### config.mk
export PLATFORM = sky130hd
export DESIGN_NAME = go_back_n_sender
export DESIGN_NICKNAME = d
export VERILOG_FILES = /design/src/hdl/gbn_pkg.sv /design/src/hdl/gbn_dp.sv /design/src/hdl/gbn_ctrl.sv /design/src/hdl/go_back_n_sender.sv
export SDC_FILE = /design/constraint.sdc
export NUM_CORES = 1
export LEC_CHECK = 0
export ABC_AREA = 1
export BUFFER_PORTS_ARGS = -buffer_cell sky130_fd_sc_hd__buf_2
export CORE_ASPECT_RATIO = 1.1
export CORE_MARGIN = 3
export CORE_UTILIZATION = 39
export CTS_BUF_LIST = sky130_fd_sc_hd__clkbuf_2
export DETAILED_ROUTE_END_ITERATION = 10
export PLACE_DENSITY = 0.54
export SYNTH_ARGS = -nofsm -noshare
export SYNTH_HDL_FRONTEND = slang
export SYNTH_SLANG_ARGS = --single-unit
### constraint.sdc
create_clock -name clk -period 4.7 [get_ports clk]
set_input_delay 0.47 -clock clk [delete_from_list [all_inputs] [get_ports clk]]
set_output_delay 0.47 -clock clk [all_outputs]
set_load 0.005 [all_outputs]
### src/hdl/gbn_pkg.sv
// gbn_pkg: shared constants, codes and controller/datapath link types
// for the go-back-n sender; no dependencies
package gbn_pkg;

    // sequence and window sizing
    localparam int SEQ_BITS   = 16;
    localparam int TOP_W      = 17;
    localparam int WS_W       = 5;
    localparam int MAX_WINDOW = 16;
    localparam int CFG_W      = 16;

    // register reset values
    localparam logic [SEQ_BITS-1:0] FRAME_COUNT_RESET = SEQ_BITS'(8);
    localparam logic [WS_W-1:0]     WINDOW_SIZE_RESET = WS_W'(4);

    // event codes on the input channel
    localparam logic [1:0] EV_START   = 2'd0;
    localparam logic [1:0] EV_ACK     = 2'd1;
    localparam logic [1:0] EV_TIMEOUT = 2'd2;
    localparam logic [1:0] EV_NONE    = 2'd3;

    // configuration register indexes
    localparam logic REG_FRAME_COUNT = 1'b0;
    localparam logic REG_WINDOW_SIZE = 1'b1;

    // result kinds
    localparam logic KIND_FRAME = 1'b0;
    localparam logic KIND_EXIT  = 1'b1;

    // commands from controller to datapath
    typedef struct packed {
        logic load;
        logic loop_emit;
        logic exit_emit;
        logic ack_update;
        logic post_emit;
    } gbn_cmd_t;

    // status from datapath to controller
    typedef struct packed {
        logic active;
        logic out_free;
        logic loop_more;
        logic loop_last;
        logic exit_hit;
        logic post_ok;
    } gbn_stat_t;

endpackage

### src/hdl/gbn_dp.sv
// gbn_dp: datapath of the go-back-n sender: config registers, window
// state, frame counter and the output register; uses gbn_pkg
module gbn_dp (
    input  logic                           clk,
    input  logic                           rst_n,
    input  logic                           cfg_valid,
    input  logic                           cfg_index,
    input  logic [gbn_pkg::CFG_W-1:0]      cfg_data,
    input  logic [1:0]                     cmd,
    input  logic [gbn_pkg::SEQ_BITS-1:0]   ack_number,
    input  gbn_pkg::gbn_cmd_t              ctrl,
    output gbn_pkg::gbn_stat_t             stat,
    input  logic                           out_stall,
    output logic                           out_valid,
    output logic                           kind,
    output logic [gbn_pkg::SEQ_BITS-1:0]   frame_number,
    output logic                           last
);
    import gbn_pkg::*;

    localparam int CNT_W  = SEQ_BITS + 1;
    localparam int DIFF_W = TOP_W + 1;

    logic [SEQ_BITS-1:0] frame_count_reg;
    logic [WS_W-1:0]     window_size_reg;
    logic [SEQ_BITS-1:0] base_reg;
    logic [TOP_W-1:0]    top_reg;
    logic [SEQ_BITS-1:0] next_reg;
    logic                active_reg;
    logic [SEQ_BITS-1:0] cur_reg;
    logic [CNT_W-1:0]    end_reg;
    logic [SEQ_BITS-1:0] ack_reg;
    logic                out_valid_reg;
    logic                out_kind_reg;
    logic [SEQ_BITS-1:0] out_frame_reg;
    logic                out_last_reg;

    logic [WS_W-1:0]     ws_eff;
    logic [CNT_W-1:0]    fc_ext;
    logic [CNT_W-1:0]    cur_ext;
    logic [CNT_W-1:0]    cur_p1;
    logic [DIFF_W-1:0]   win_diff;
    logic [DIFF_W-1:0]   ws_m1;
    logic [SEQ_BITS-1:0] start_next;
    logic                any_emit;

    // effective window: zero reads as one, clamp at the maximum
    always_comb
    begin
        if (window_size_reg == '0)
            ws_eff = WS_W'(1);
        else if (32'(window_size_reg) > MAX_WINDOW)
            ws_eff = WS_W'(MAX_WINDOW);
        else
            ws_eff = window_size_reg;
    end

    // status toward the controller
    always_comb
    begin
        fc_ext   = {1'b0, frame_count_reg};
        cur_ext  = {1'b0, cur_reg};
        cur_p1   = cur_ext + CNT_W'(1);
        win_diff = {1'b0, top_reg} - {2'b00, base_reg};
        ws_m1    = DIFF_W'(ws_eff) - DIFF_W'(1);
        start_next = (frame_count_reg < SEQ_BITS'(ws_eff)) ? frame_count_reg
                                                           : SEQ_BITS'(ws_eff);
        any_emit = ctrl.loop_emit || ctrl.exit_emit || ctrl.post_emit;

        stat.active    = active_reg;
        stat.out_free  = !out_valid_reg || !out_stall;
        stat.loop_more = (cur_ext < fc_ext) && (cur_ext < end_reg);
        stat.loop_last = !((cur_p1 < fc_ext) && (cur_p1 < end_reg));
        stat.exit_hit  = (({1'b0, ack_reg} + CNT_W'(1)) == fc_ext);
        stat.post_ok   = (win_diff != ws_m1) && (next_reg < frame_count_reg);
    end

    // configuration registers
    always_ff @(posedge clk or negedge rst_n)
    begin
        if (!rst_n)
        begin
            frame_count_reg <= FRAME_COUNT_RESET;
            window_size_reg <= WINDOW_SIZE_RESET;
        end
        else if (cfg_valid)
        begin
            unique case (cfg_index)
                REG_FRAME_COUNT: frame_count_reg <= cfg_data[SEQ_BITS-1:0];
                REG_WINDOW_SIZE: window_size_reg <= cfg_data[WS_W-1:0];
            endcase
        end
    end

    // window state and output valid
    always_ff @(posedge clk or negedge rst_n)
    begin
        if (!rst_n)
        begin
            base_reg      <= '0;
            top_reg       <= '0;
            next_reg      <= '0;
            active_reg    <= 1'b0;
            out_valid_reg <= 1'b0;
        end
        else
        begin
            if (ctrl.load && cmd == EV_START)
            begin
                base_reg   <= '0;
                top_reg    <= TOP_W'(ws_eff) - TOP_W'(1);
                next_reg   <= start_next;
                active_reg <= 1'b1;
            end
            if (ctrl.ack_update && ack_reg == base_reg)
                base_reg <= base_reg + SEQ_BITS'(1);
            if (ctrl.exit_emit)
                active_reg <= 1'b0;
            if (ctrl.post_emit)
            begin
                top_reg  <= top_reg + TOP_W'(1);
                next_reg <= next_reg + SEQ_BITS'(1);
            end
            if (any_emit)
                out_valid_reg <= 1'b1;
            else if (!out_stall)
                out_valid_reg <= 1'b0;
        end
    end

    // event scratch and output payload
    always_ff @(posedge clk)
    begin
        if (ctrl.load)
        begin
            ack_reg <= ack_number;
            if (cmd == EV_START)
            begin
                cur_reg <= '0;
                end_reg <= CNT_W'(ws_eff);
            end
            else
            begin
                cur_reg <= base_reg;
                end_reg <= {1'b0, base_reg} + CNT_W'(ws_eff);
            end
        end
        if (ctrl.loop_emit)
        begin
            out_kind_reg  <= KIND_FRAME;
            out_frame_reg <= cur_reg;
            out_last_reg  <= stat.loop_last;
            cur_reg       <= cur_p1[SEQ_BITS-1:0];
        end
        if (ctrl.exit_emit)
        begin
            out_kind_reg  <= KIND_EXIT;
            out_frame_reg <= '0;
            out_last_reg  <= 1'b1;
        end
        if (ctrl.post_emit)
        begin
            out_kind_reg  <= KIND_FRAME;
            out_frame_reg <= next_reg;
            out_last_reg  <= 1'b1;
        end
    end

    assign out_valid    = out_valid_reg;
    assign kind         = out_kind_reg;
    assign frame_number = out_frame_reg;
    assign last         = out_last_reg;

`ifndef SYNTHESIS
    // a run only ends through an exit notice
    a_exit_on_end: assert property (@(posedge clk) disable iff (!rst_n)
        $fell(active_reg) |-> out_valid_reg && out_kind_reg == KIND_EXIT)
        else $error("run ended without exit notice");
`endif

endmodule

### src/hdl/gbn_ctrl.sv
// gbn_ctrl: controller state machine of the go-back-n sender; sequences
// each event and issues datapath commands; uses gbn_pkg
module gbn_ctrl (
    input  logic                clk,
    input  logic                rst_n,
    input  logic                in_valid,
    input  logic [1:0]          cmd,
    output logic                in_stall,
    input  gbn_pkg::gbn_stat_t  stat,
    output gbn_pkg::gbn_cmd_t   ctrl
);
    import gbn_pkg::*;

    typedef enum logic [1:0] {
        ST_IDLE,
        ST_LOOP,
        ST_ACK,
        ST_POST
    } state_t;

    state_t state_reg;
    state_t state_next;
    logic   accept;

    // commands
    always_comb
    begin
        accept          = in_valid && (state_reg == ST_IDLE);
        in_stall        = (state_reg != ST_IDLE);
        ctrl.load       = accept;
        ctrl.loop_emit  = (state_reg == ST_LOOP) && stat.loop_more && stat.out_free;
        ctrl.exit_emit  = (state_reg == ST_ACK) && stat.exit_hit && stat.out_free;
        ctrl.ack_update = (state_reg == ST_ACK) && !stat.exit_hit;
        ctrl.post_emit  = (state_reg == ST_POST) && stat.post_ok && stat.out_free;
    end

    // next state
    always_comb
    begin
        state_next = state_reg;
        unique case (state_reg)
            ST_IDLE:
            begin
                if (accept)
                begin
                    unique case (cmd)
                        EV_START:   state_next = ST_LOOP;
                        EV_ACK:     state_next = stat.active ? ST_ACK : ST_IDLE;
                        EV_TIMEOUT: state_next = stat.active ? ST_LOOP : ST_IDLE;
                        default:    state_next = ST_IDLE;
                    endcase
                end
            end
            ST_LOOP:
            begin
                if (!stat.loop_more || (stat.out_free && stat.loop_last))
                    state_next = ST_IDLE;
            end
            ST_ACK:
            begin
                if (!stat.exit_hit)
                    state_next = ST_POST;
                else if (stat.out_free)
                    state_next = ST_IDLE;
            end
            ST_POST:
            begin
                if (!stat.post_ok || stat.out_free)
                    state_next = ST_IDLE;
            end
            default: state_next = ST_IDLE;
        endcase
    end

    // state register
    always_ff @(posedge clk or negedge rst_n)
    begin
        if (!rst_n)
            state_reg <= ST_IDLE;
        else
            state_reg <= state_next;
    end

`ifndef SYNTHESIS
    // a result is only loaded when the output register can take it
    a_emit_free: assert property (@(posedge clk) disable iff (!rst_n)
        (ctrl.loop_emit || ctrl.exit_emit || ctrl.post_emit) |-> stat.out_free)
        else $error("emit into occupied output register");

    // a start always enters the send loop
    a_start_loop: assert property (@(posedge clk) disable iff (!rst_n)
        (in_valid && !in_stall && cmd == EV_START) |=> state_reg == ST_LOOP)
        else $error("start did not enter send loop");

    // the final loop frame returns to idle
    a_loop_done: assert property (@(posedge clk) disable iff (!rst_n)
        (ctrl.loop_emit && stat.loop_last) |=> state_reg == ST_IDLE)
        else $error("send loop did not finish on last frame");
`endif

endmodule

### src/hdl/go_back_n_sender.sv
// go_back_n_sender: top level of the go-back-n sender; joins gbn_ctrl and
// gbn_dp and uses gbn_pkg
// first result: loaded into the output register from ST_LOOP after a start or timeout,
// from ST_ACK after a final acknowledgment, and from ST_POST after ST_ACK for any other
// acknowledgment; ST_LOOP sends one frame per cycle while the output is free, and an
// event with no run active (other than a start) is dropped; one per cycle out when free
// reset: asynchronous, active low; idle with no run active, frame_count 8, window 4
module go_back_n_sender (
    input  logic                           clk,
    input  logic                           rst_n,
    input  logic                           in_valid,
    output logic                           in_stall,
    input  logic [1:0]                     cmd,
    input  logic [gbn_pkg::SEQ_BITS-1:0]   ack_number,
    output logic                           out_valid,
    input  logic                           out_stall,
    output logic                           kind,
    output logic [gbn_pkg::SEQ_BITS-1:0]   frame_number,
    output logic                           last,
    input  logic                           cfg_valid,
    output logic                           cfg_ready,
    input  logic                           cfg_index,
    input  logic [gbn_pkg::CFG_W-1:0]      cfg_data
);
    import gbn_pkg::*;

    gbn_cmd_t  ctrl;
    gbn_stat_t stat;

    // configuration writes are never stalled and are registered in the following cycle
    assign cfg_ready = 1'b1;

    // controller
    gbn_ctrl u_ctrl (
        .clk      (clk),
        .rst_n    (rst_n),
        .in_valid (in_valid),
        .cmd      (cmd),
        .in_stall (in_stall),
        .stat     (stat),
        .ctrl     (ctrl)
    );

    // datapath
    gbn_dp u_dp (
        .clk          (clk),
        .rst_n        (rst_n),
        .cfg_valid    (cfg_valid && cfg_ready),
        .cfg_index    (cfg_index),
        .cfg_data     (cfg_data),
        .cmd          (cmd),
        .ack_number   (ack_number),
        .ctrl         (ctrl),
        .stat         (stat),
        .out_stall    (out_stall),
        .out_valid    (out_valid),
        .kind         (kind),
        .frame_number (frame_number),
        .last         (last)
    );

endmodule
---- Yosys cells after proc, flatten, opt, wreduce, memory -nomap -nowiden ----
Index checks and enable logic that the tools add are counted.
cells by class
  muxes and demuxes ....................... 31
  eq/ne operators ......................... 13
  bitwise operators ....................... 1
  add/sub/neg operators ................... 9
  $lt $le $gt $ge ......................... 7
  reduce and logical (&&, ||, !) cells .... 39
operator list
  kind                                              number
  2-to-1 mux 16 bit                                 11
  adder 16 x 1 -> 17 bit, second input constant     2
  2-to-1 mux 17 bit                                 2
  adder 16 x 1 -> 16 bit, second input constant     2
  less-than comparator 16 bit                       2
  inequality test 18 bit                            1
  subtractor 17 x 16 -> 18 bit                      1
  adder 16 x 5 -> 17 bit                            1
  adder 17 x 1 -> 17 bit, second input constant     1
  == test 17 x 16 -> 1 bit                          1
  less-than comparator 16 x 17 -> 1 bit             1
  less-than comparator 17 x 16 -> 1 bit             1
  less-than comparator 17 bit                       1
  == test 16 bit                                    1
  less-than comparator 16 x 5 -> 1 bit              1
  2-to-1 mux 5 bit                                  3
  logical AND 1 bit                                 14
  2-to-1 mux 2 bit                                  6
  nonzero test 2 bit                                6
  subtractor 5 x 1 -> 6 bit, second input constant  2
  one-hot mux 2 bit (4 select lines)                1
  2-to-1 mux 1 bit                                  7
  == test 2 bit, second input constant              3
  zero test 1 bit                                   6
  other kinds (14)                                  23
word-level totals
  flip-flop bits (word level) ............. 141
  word-level logic and storage cells ...... 115
  input port bits ......................... 40

---- Depth between registers and ports, before layout ----
  depth after elaboration ................. 10
  gate-level depth with buffers ........... 23
  gate-level depth less buffers ........... 23

---- Hierarchy ----
From an unflattened synthesis, not the netlist that was laid out.
second synthesis, totals
  cells, all modules ...................... 1,449
  area, all modules ....................... 11,036.8 um2
modules (own cells, without submodules)
  module            sequential area each (um2)  cells each  times used  area each (um2)
  gbn_dp            3,796.1                     1,406       1           10,796.6
  gbn_ctrl          50.0                        41          1           229.0
  go_back_n_sender  0.0                         2           1           11.3

---- Worst setup path after synthesis ----
OpenSTA, ideal clock, no wires.
  kind .................................... register to register
  start ................................... register u_ctrl.state_reg[0]
  end ..................................... register u_dp.next_reg[7]
  setup slack ............................. 1.340 ns
  library setup time ...................... 0.120 ns
  arrival time ............................ 3.240 ns
  period minus slack after synthesis ...... 3.360 ns
  stages on the path, launching flop included .. 10
  path buffers ............................ 1
  cell sequence ........................... dfrtp_1 > nor2_1 > inv_1 > nor2_1 > nand2_1 > nand2_4 > clkinv_2 > buf_6 > nand2_1 > nand2_1
RTL lines
  item                      line            RTL
  start: declaration        gbn_ctrl.sv:21  state_t state_reg;
  start signal: assignment  gbn_ctrl.sv:81  state_reg <= state_next;
  end signal: assignment    gbn_dp.sv:112   next_reg <= start_next;
  end signal: assignment    gbn_dp.sv:122   next_reg <= next_reg + SEQ_BITS'(1);
  end: declaration          gbn_dp.sv:28    logic [SEQ_BITS-1:0] next_reg;

---- Worst setup path in the final report ----
  start ................................... register u_dp.window_size_reg[4]
  end ..................................... register u_dp.out_frame_reg[4] (netlist: u_dp.frame_number[4]), data pin
between the ends
  cells in the longest elaborated chain, start to end .. 9
RTL lines
  item                               line            RTL
  start: declaration                 gbn_dp.sv:25    logic [WS_W-1:0] window_size_reg;
  start signal: assignment           gbn_dp.sv:90    REG_WINDOW_SIZE: window_size_reg <= cfg_data[WS_W-1:0];
  greater-than comparator 5 bit      gbn_dp.sv:52    else if (32'(window_size_reg) > MAX_WINDOW)
  2-to-1 mux 5 bit                   gbn_dp.sv:52
  2-to-1 mux 5 bit *                 gbn_dp.sv:50    if (window_size_reg == '0)
  subtractor 5 x 1 -> 6 bit *        gbn_dp.sv:65    ws_m1 = DIFF_W'(ws_eff) - DIFF_W'(1);
  inequality test 18 bit *           gbn_dp.sv:75    stat.post_ok = (win_diff != ws_m1) && (next_reg < frame_count_reg);
  logical AND 1 bit *                gbn_dp.sv:75
  logical AND 1 bit * (2 in series)  gbn_ctrl.sv:34  ctrl.post_emit = (state_reg == ST_POST) && stat.post_ok && stat.out_free;
  2-to-1 mux 16 bit *                gbn_dp.sv:161   if (ctrl.post_emit)
  end signal: assignment             gbn_dp.sv:151   out_frame_reg <= cur_reg;
  end signal: assignment             gbn_dp.sv:164   out_frame_reg <= next_reg;
  end: declaration                   gbn_dp.sv:35    logic [SEQ_BITS-1:0] out_frame_reg;
Mark *: on every way between the ends. The rest lies on a longest branch, timed or not.
A chain may end at the register's enable or synchronous reset.

==> run_results.csv <==
group,metric,value,unit
floorplan,io_pins,61,
floorplan,rows,64,
placement,gp_congestion,0.917,
power_and_ir_drop,power_density,553,nW/µm²
clocking,cts.sinks,141,
timing,skew,36.2,ps
run,max_cap_viol_count,0,
power_and_ir_drop,pwr-share-seq,31.1,%
setup_path,start_kind,"register",
timing,tightest_slew,1080,ps
timing,hold_slack,68.1,ps
logic_synthesis,ys_seq_elements,141,
clocking,cts_root_buf,"clkbuf_2",
timing,rsz0062_at_grt,"false",
logic_synthesis,syn_nets,1682,
floorplan,core_area,28200,µm²
drt,wirelength,34200,µm
power_and_ir_drop,ir_drop,475,µV
timing,timing.fmax,258,MHz
clocking,cts_resized,0,
timing,setup_tns,0,ps
logic_synthesis,synth_edf_count,65,
timing,finalSetupViolCount,0,
cells_and_area,drive_above_1_share,9.03,%
logic_synthesis,synth_area_leaders,"edfxtp_1, dfrtp_1, nand2_1",
clocking,clk_pin_slew,250,ps
status,status,"finished, final reports clean",
drt,viasPerCell,5.12,
logic_synthesis,async_reset_ff_share,52.5,%
placement,hpwl,27100,µm
logic_synthesis,synth_top_family_by_area,"simple AND/OR/NAND/NOR gates",
setup_path,cp_num_buf_inv,5,
power_and_ir_drop,power.leakage,6.28,nW
grt,grt_pass1_wl,54700,µm
hold_path,min_path_type,"in2reg",
setup_path,end_kind,"register",
clocking,cts_tree,"done",
setup_path,reg2regPathDepth,19,
logic_synthesis,synthAdderAreaFrac,12.3,%
floorplan,start_util,40.2,%
setup_path,path_class,"reg2reg",
timing,hold_viol_final,0,
clocking,clock_path_buffers,2,
drt,detail-route-antenna-nets,0,
power_and_ir_drop,p_int,0.00354,W
logic_synthesis,netlist.area_leader.share,17.2,%
drt,vias,10300,
clocking,htree_levels,4,
floorplan,dieWidth,169,µm
setup_path,crit_chain,"inv_2 > nand2_1 > ha_1 > inv_1 > nor2_1 > nand2_1 > o21ai_2 > inv_1 > nand3_1 > nand2_1 > nor2_1 > nand2_1 > nor2_1 > nand4_2 > nand3_4 > buf_4 > inv_2 > nand2_1 > nand2_1",
power_and_ir_drop,p_clk_share,12.6,%
drt,drtPass1Iterations,5,
setup_path,cpLargestDelayFamily,"simple AND/OR/NAND/NOR gates",
setup_path,arrival,4470,ps
grt,grt_overflow,0,
drt,highest_layer,"met5",
drt,drc_errors,0,
grt,grt_pass1_vias,9903,
logic_synthesis,synth_flop_cell,"dfrtp_1",
setup_path,worst_path_most_repeated_cell,"nand2_1",
placement,portBuffers,59,
drt,drtIter0Drc,679,
logic_synthesis,yosysWarnings,0,
timing,slew_headroom,28.0,%
setup_path,cp_data_required_time,5300,ps
setup_path,cp_slowest_cell,"dfrtp_1",
logic_synthesis,synthCells,1532,
logic_synthesis,avgSynthCellArea,7.40,µm²
clocking,post_cts_buffers,0,
drt,wire_per_inst,17.1,µm
logic_synthesis,synth-seq-area-share,33.9,%
logic_synthesis,ys_types,52,
cells_and_area,final_nets,1776,
logic_synthesis,synthMuxAreaShare,0,%
setup_path,path_depth,19,
power_and_ir_drop,power_frac_comb,56.2,%
logic_synthesis,synthSimpleGateAreaFrac,28.6,%
drt,met1_length,15800,µm
floorplan,die_y,185,µm
setup_path,crit_fanout,41,
placement,numPlacedInstances,1935,
cells_and_area,area_growth_syn_to_layout,11.3,%
power_and_ir_drop,power.switching,0.00345,W
logic_synthesis,synth_compound_area_share,9.32,%
drt,route.met2.wl,16300,µm
drt,wl_met3,1340,µm
logic_synthesis,synthXorXnorAreaFrac,6.07,%
logic_synthesis,yosysMostFrequentCell,"nand2_1",
logic_synthesis,netlist_area,11300,µm²
grt,antenna_found_initial,2,
timing,finalCriticalPeriod,3870,ps
clocking,insertion_delay,810,ps
setup_path,r2r_slack,830,ps
power_and_ir_drop,netSwitchingFraction,49.3,%
hold_path,hold_depth,3,
floorplan,dieArea,31200,µm²
logic_synthesis,synth_common_cells,"nand2_1, inv_1, nand3_1, nor2_1, ha_1",
grt,grt_max_degree,42,
clocking,cts_buffers,17,
logic_synthesis,synth_top_cell_by_area,"edfxtp_1",
timing,period_share,82.4,%
cells_and_area,stdcell_count,2003,
setup_path,critPathMaxStageDelay,680,ps
grt,grtUsageTotal,22.5,%
timing,slew_violations,0,
worst register-to-register path: stages (launching register included):
cell     delay, ps
dfrtp_1        680
inv_2          170
nand2_1        190
ha_1           240
inv_1           50
nor2_1         140
nand2_1         90
o21ai_2         80
inv_1          100
nand3_1         70
nand2_1         50
nor2_1         100
nand2_1         60
nor2_1         170
nand4_2        280
nand3_4        310
buf_4          440
inv_2          280
nand2_1        120
nand2_1         60
final timing paths:
check | startpoint | to
hold reg to reg | u_dp.last$_SDFFE_PP1N_ | u_dp.last$_SDFFE_PP1N_
setup reg to reg | u_dp.window_size_reg[4]$_DFFE_PN0P_ | u_dp.frame_number[4]$_DFFE_PP_
max in group asynchronous | rst_n | u_dp.frame_count_reg[3]$_DFFE_PN1P_
hold / removal | out_stall | u_dp.out_valid$_DFFE_PN0P_
min in group asynchronous | rst_n | u_dp.top_reg[0]$_DFFE_PN0P_
setup / recovery | u_dp.window_size_reg[4]$_DFFE_PN0P_ | u_dp.frame_number[4]$_DFFE_PP_
through the flow:
| stage | area (µm²) | total power [W] | utilization (%) | worst slack [ps] |
|---|---|---|---|---|
| 4_1_cts | 12600 | 0.00703 | 44.8 | 779 |
| 6_report | 12600 | 0.00698 | 44.8 | 825 |
| 3_3_place_gp | 12000 | 0.00606 | 42.5 | 870 |
| 5_1_grt | 12600 | 0.00776 | 44.8 | 416 |
| 2_1_floorplan | 11300 | 0.00500 | - | 1340 |
| 3_5_place_dp | 12000 | 0.00610 | 42.5 | 843 |
per-layer routing:
metal  global-route usage [%]  up-vias
li1                         -     5213
met1                     29.7     4786
met2                     38.6      219
met3                     3.33       40
met4                     6.38        2
met5                        0        -
area by class of cell:
class	instances	area (µm²)
diodes	1	2.50
flip-flops and latches	141	3850
clock buffers	17	85.1
fillers	2932	15600
repair buffers	106	738
well taps	363	454
inverters	236	887
clock inverters	15	211
multi-input cells	1124	6400
what timing repair did:
item | in CTS | in global routing
endpoints found under the hold margin | 75 | 0
endpoints found under the setup margin | 0 | 0
hold buffers | 35 | 0
power groups by stage:
| stage | Clock (W) | Sequential [W] | Combinational [W] |
|---|---|---|---|
| finish | 0.000883 | 0.00217 | 0.00393 |
| CTS | 0.000907 | 0.00218 | 0.00395 |
| global route | 0.000955 | 0.00222 | 0.00458 |
| global placement | 0 | 0.00221 | 0.00385 |
| floorplan | 0 | 0.00204 | 0.00296 |
| detailed placement | 0 | 0.00221 | 0.00390 |
kinds of logic after synthesis:
kind of cell,count (synthesis)
compound gates,194
other cells,1
buf+inv,267
xor+xnor,77
simple gates,742
fa+ha+maj,110
flops,141
layout by cell type (no fill, tap or decap), types with 4 or more instances in the layout:
| cell type | synthesis | routed |
|---|---|---|
| dlygate4sd3_1 | 0 | 35 |
| clkinv_4 | 0 | 5 |
| o31ai_1 | 10 | 10 |
| nand4_1 | 26 | 26 |
| xnor2_1 | 12 | 12 |
| nand2_1 | 397 | 397 |
| a21oi_1 | 81 | 81 |
| o21ai_1 | 16 | 17 |
| nand3b_1 | 11 | 11 |
| ha_1 | 108 | 108 |
| inv_1 | 227 | 227 |
| nor3_1 | 26 | 25 |
| o21ai_0 | 58 | 57 |
| inv_2 | 7 | 7 |
| bufinv_16 | 0 | 4 |
| buf_2 | 6 | 58 |
| nor4_1 | 14 | 14 |
| xor2_1 | 64 | 64 |
| o22ai_1 | 13 | 13 |
| nand2_2 | 6 | 6 |
| or2_2 | 5 | 5 |
| edfxtp_1 | 65 | 65 |
| nand3_1 | 122 | 122 |
| clkbuf_2 | 1 | 17 |
| dfrtp_1 | 72 | 72 |
| nor2_1 | 111 | 110 |
| buf_4 | 5 | 13 |
| nor2_2 | 10 | 10 |
| a211oi_1 | 4 | 4 |
No activity file was read; power rests on OpenSTA's default activity.
